--- config.mk ---
export PLATFORM = sky130hd
export DESIGN_NAME = arc_ctrl
export DESIGN_NICKNAME = d
export VERILOG_FILES = /design/src/rtl/core/arc_pkg.sv /design/src/rtl/core/arc_ctrl.sv
export SDC_FILE = /design/constraint.sdc
export NUM_CORES = 1
export LEC_CHECK = 0
export ABC_AREA = 1
export BUFFER_PORTS_ARGS = -buffer_cell sky130_fd_sc_hd__buf_4
export CORE_AREA = 2 2 39 41
export DETAILED_ROUTE_END_ITERATION = 8
export DIE_AREA = 0 0 41 43
export GPL_ROUTABILITY_DRIVEN = 0
export PLACE_DENSITY = 0.56
export SLEW_MARGIN = 25
export SYNTH_ARGS = -nofsm -noshare
export SYNTH_HDL_FRONTEND = slang
export SYNTH_SLANG_ARGS = --single-unit
--- constraint.sdc ---
create_clock -name clk -period 3.06 [get_ports clk]
set_input_delay 0.765 -clock clk [delete_from_list [all_inputs] [get_ports clk]]
set_output_delay 0.765 -clock clk [all_outputs]
set_load 0.02 [all_outputs]
--- src/rtl/core/arc_pkg.sv ---
// ----------------------------------------------------------------------------
// Address resolution cache package
// Shared constants, codes and types for the cache controller and datapath.
// ----------------------------------------------------------------------------
package arc_pkg;

	localparam int RECORD_COUNT = 32;
	localparam int IDX_W = (RECORD_COUNT > 1) ? $clog2(RECORD_COUNT) : 1;
	localparam logic [IDX_W-1:0] LAST_IDX = IDX_W'(RECORD_COUNT - 1);

	localparam logic [2:0] OP_REQUEST = 3'd0;
	localparam logic [2:0] OP_ADD     = 3'd1;
	localparam logic [2:0] OP_IP2MAC  = 3'd2;
	localparam logic [2:0] OP_MAC2IP  = 3'd3;
	localparam logic [2:0] OP_CHECK   = 3'd4;
	localparam logic [2:0] OP_TICK    = 3'd5;

	localparam logic [1:0] RES_OK     = 2'd0;
	localparam logic [1:0] RES_MISS   = 2'd1;
	localparam logic [1:0] RES_REJECT = 2'd2;

	localparam logic [1:0] REG_CACHE    = 2'd0;
	localparam logic [1:0] REG_FREEZE   = 2'd1;
	localparam logic [1:0] REG_REPLY    = 2'd2;
	localparam logic [1:0] REG_ATTEMPTS = 2'd3;

	localparam logic [31:0] CACHE_RST    = 32'(3600 * 1000);
	localparam logic [31:0] FREEZE_RST   = 32'(1800 * 1000);
	localparam logic [31:0] REPLY_RST    = 32'(1 * 1000);
	localparam logic [3:0]  ATTEMPTS_RST = 4'd3;

	typedef enum logic [1:0] {
		REC_EMPTY = 2'd0,
		REC_WANT  = 2'd1,
		REC_SENT  = 2'd2,
		REC_VALID = 2'd3
	} rec_state_t;

	typedef enum logic [2:0] {
		ST_IDLE,
		ST_START,
		ST_SCAN,
		ST_TICK,
		ST_DRAIN,
		ST_WRITE
	} ctrl_state_t;

	typedef struct packed {
		logic [31:0] cache_to;
		logic [31:0] freeze_to;
		logic [31:0] reply_to;
		logic [3:0]  attempts;
	} cfg_t;

	typedef struct packed {
		logic            load;
		logic            scan_rd;
		logic            tick_rd;
		logic            commit;
		logic [IDX_W-1:0] rd_addr;
	} ctrl_cmd_t;

	typedef struct packed {
		logic is_tick;
	} dp_sts_t;

endpackage

--- src/rtl/core/arc_ctrl.sv ---
// ----------------------------------------------------------------------------
// Address resolution cache controller
// Sequences the record scan, the service read and the write-back of a word.
// ----------------------------------------------------------------------------
module arc_ctrl import arc_pkg::*; (
	input  logic       clk,
	input  logic       arst_n,
	input  logic       in_valid,
	output logic       in_ready,
	output logic       out_valid,
	input  logic       out_ready,
	input  dp_sts_t    sts,
	output ctrl_cmd_t  cmd
);

	ctrl_state_t state_q, state_d;
	logic [IDX_W-1:0] cnt_q;
	logic out_valid_q;
	logic can_commit;

	assign can_commit = !out_valid_q || out_ready;

	always_comb begin
		state_d = state_q;
		unique case (state_q)
			ST_IDLE:  if (in_valid) state_d = ST_START;
			ST_START: state_d = sts.is_tick ? ST_TICK : ST_SCAN;
			ST_SCAN:  if (cnt_q == LAST_IDX) state_d = ST_DRAIN;
			ST_TICK:  state_d = ST_DRAIN;
			ST_DRAIN: state_d = ST_WRITE;
			ST_WRITE: if (can_commit) state_d = ST_IDLE;
			default:  state_d = ST_IDLE;
		endcase
	end

	always_comb begin
		cmd = '0;
		cmd.rd_addr = cnt_q;
		in_ready = 1'b0;
		unique case (state_q)
			ST_IDLE: begin
				in_ready = 1'b1;
				cmd.load = in_valid;
			end
			ST_SCAN:  cmd.scan_rd = 1'b1;
			ST_TICK:  cmd.tick_rd = 1'b1;
			ST_WRITE: cmd.commit = can_commit;
			default: ;
		endcase
	end

	always_ff @(posedge clk or negedge arst_n) begin
		if (!arst_n) begin
			state_q <= ST_IDLE;
			cnt_q <= '0;
			out_valid_q <= 1'b0;
		end else begin
			state_q <= state_d;
			if (state_q == ST_SCAN) cnt_q <= cnt_q + 1'b1;
			else cnt_q <= '0;
			if (cmd.commit) out_valid_q <= 1'b1;
			else if (out_ready) out_valid_q <= 1'b0;
		end
	end

	assign out_valid = out_valid_q;

endmodule

==> impl_metrics.toml <==
[layout]
antenna_cells = 0
design_area_sq_um = 608
fin_nets = 81
post-route-util = 0.439
layout-drive-gt1-share = 0.329
syn_to_final_growth_pct = 32.1

[synth]
synthArstFlopShare = 1.00
synth_compound_gate_area_share = 0.0842
ys_seq_area_frac = 0.489
synthesis.area_sq_um = 460
synth_nets = 62
synth_most_common_cell = "nor2_1"
synthTopCellsByArea = "dfrtp_1 (49%), nor2_1 (9.0%), inv_1 (7.3%), ha_1 (5.4%), nand2_1 (4.9%)"
synth_ff_type = "dfrtp_1"
muxShareOfSynthArea = 0
synth-seq-cells = 9
post_synth_fa_ha_maj_area_fraction = 0.0543
syn_area_per_cell_sq_um = 8.37
synth_top_family_by_area = "simple AND/OR/NAND/NOR gates"
synth.distinct_cells = 18
synth_xor_area_frac = 0
yosys.area.top_type_share = 0.489
yosysTopAreaCell = "dfrtp_1"
yosys.area_share.simple = 0.255
yosysWarnings = 0
synth-edff-count = 0
syn-instance-count = 55
synthTopCellsByCount = "nor2_1 (11), dfrtp_1 (9), inv_1 (9)"

[placement]
portBuffers = 15
place_area_sq_um = 582
detailed_place_hpwl_um = 669
post-place-ws_ps = 1070

[clocking]
cts_resized = 0
postCtsHoldBufs = 0
cts-htree-levels = 1
numCtsBuffers = 3
postCtsSetupRepairBufs = 0
clk_pin_slew_ps = 60
clkSinkCount = 9
cts_tree = "built"
clk_latency_ps = 250
root_buffer = "clkbuf_4"
cts_buffer_depth = 2

[global_route]
grt_max_degree = 10
overflow = 0
grt_pass1_vias = 310
track_usage = 0.109
antenna_found_initial = 0
grt_pass1_wl_mm = 1.23

[job]
maxCapViolations = 0

[worst_setup_path]
endpoint = "cmd[8]"
start_kind = "flip-flop"
critPathLaunch = "state_q[1]$_DFFE_PN0P_"
r2r-start = "cnt_q[0]$_DFF_PN0_"
crit_path_max_fanout = 3
worstPathArrival_ps = 1240
reg2reg_slack_ps = 1730
r2r-end = "state_q[2]$_DFFE_PN0P_"
r2r_cells = 8
crit_required_ps = 2290
critPathCaptureType = "output pin"
path_class = "reg2out"

[detailed_routing]
wl_um = 827
ant_nets = 0
drt_pass1_iterations = 4
via_count = 387
drtIter0Drc = 10
drc = 0
vias_per_cell = 4.35
routedWlPerCell_um = 9.29

[timing]
period_needed_ps = 2000
max_freq_ghz = 0.499
finalSetupViolations = 0
hold_slack_ps = 319
hold_viol_final = 0
setup_tns_ps = 0
worst_pin_slew_ps = 293
slew_headroom = 0.805
worst_slack_ps = 1060
finalCritPeriodShare = 0.655
skew_ps = 6.48
slew_viol_final = 0
rsz0062_at_grt = "no"

[floorplan]
io_pins = 16
coreArea_sq_um = 1380
dieArea_sq_um = 1760
die_w_um = 41
rows = 14
start_util = 0.333
dieHeight_um = 43

[power]
p_leak_uw = 0.000318
ir_worst_vdd_v = 0.000467
power_per_cell_area_nw_per_um2 = 844

[worst_hold_path]
hp-class = "in2async"

[run_status]
outcome = "complete, no violations"
==> flip-flops by register name, summed over array words and instances, names as in the netlist <==
register   cells
cnt_q          5
out_valid      1
state_q        3
==> worst min-delay path by stage <==
stage	startpoint	endpoint	slack [ps]	depth (start not counted)
finish	arst_n	cnt_q[2]$_DFF_PN0_	320	1
global placement	cnt_q[0]$_DFF_PN0_	cnt_q[0]$_DFF_PN0_	480	1
CTS	arst_n	cnt_q[2]$_DFF_PN0_	310	1
detailed placement	cnt_q[0]$_DFF_PN0_	cnt_q[0]$_DFF_PN0_	480	1
floorplan	arst_n	cnt_q[0]$_DFF_PN0_	470	0
global route	arst_n	cnt_q[2]$_DFF_PN0_	300	1
==> cell usage in the layout (no fill, tap or decap), drive strengths merged, types with 2 or more instances in the layout <==
cell type and n:
clkbuf 4, nand3 4, nor2 12, nor3 2, dfrtp 9, o21ai 3, inv 10, ha 2
a21oi 2, buf 15, nand2 7
==> critical path: stages, from the launching register on <==
cell and delay [ps]:
dfrtp_1 390, nor2_1 190, inv_1 90, nor3_1 150, buf_4 170
==> metrics by stage <==
stage          power, uW  cells
6_report             513     89
5_1_grt              560     89
4_1_cts              523     89
3_5_place_dp         431     85
3_3_place_gp         430     85
2_1_floorplan        353     55
==> area by class of cell <==
| type | instances | area [sq um] |
|---|---|---|
| multi-input combinational | 34 | 181 |
| fill | 136 | 776 |
| tap | 16 | 20.0 |
| timing repair buffer | 15 | 113 |
| sequential | 9 | 225 |
| inverter | 11 | 42.5 |
| clock buffer | 4 | 26.3 |
==> cell families (layout without fill, tap and decap cells) <==
logic type / after synthesis / after routing
buf+inv: 12 / 30
fa+ha+maj: 2 / 2
compound gates: 6 / 6
simple gates: 26 / 26
flops: 9 / 9
==> where the power goes <==
group          leakage, uW  switching, uW  internal [uW]
registers         0.000121           31.5            149
clock network    0.0000150           36.5           49.9
logic             0.000183            152           93.6
total             0.000318            220            293
==> layer usage <==
metal  up-vias  track usage  wire length (um)
met3         0       0.0785                69
li1        207            -                 -
met4         0       0.0600                 0
met5         -            0                 0
met1       168        0.139               369
met2        12        0.131               389
Power figures use the tool's default switching activity.
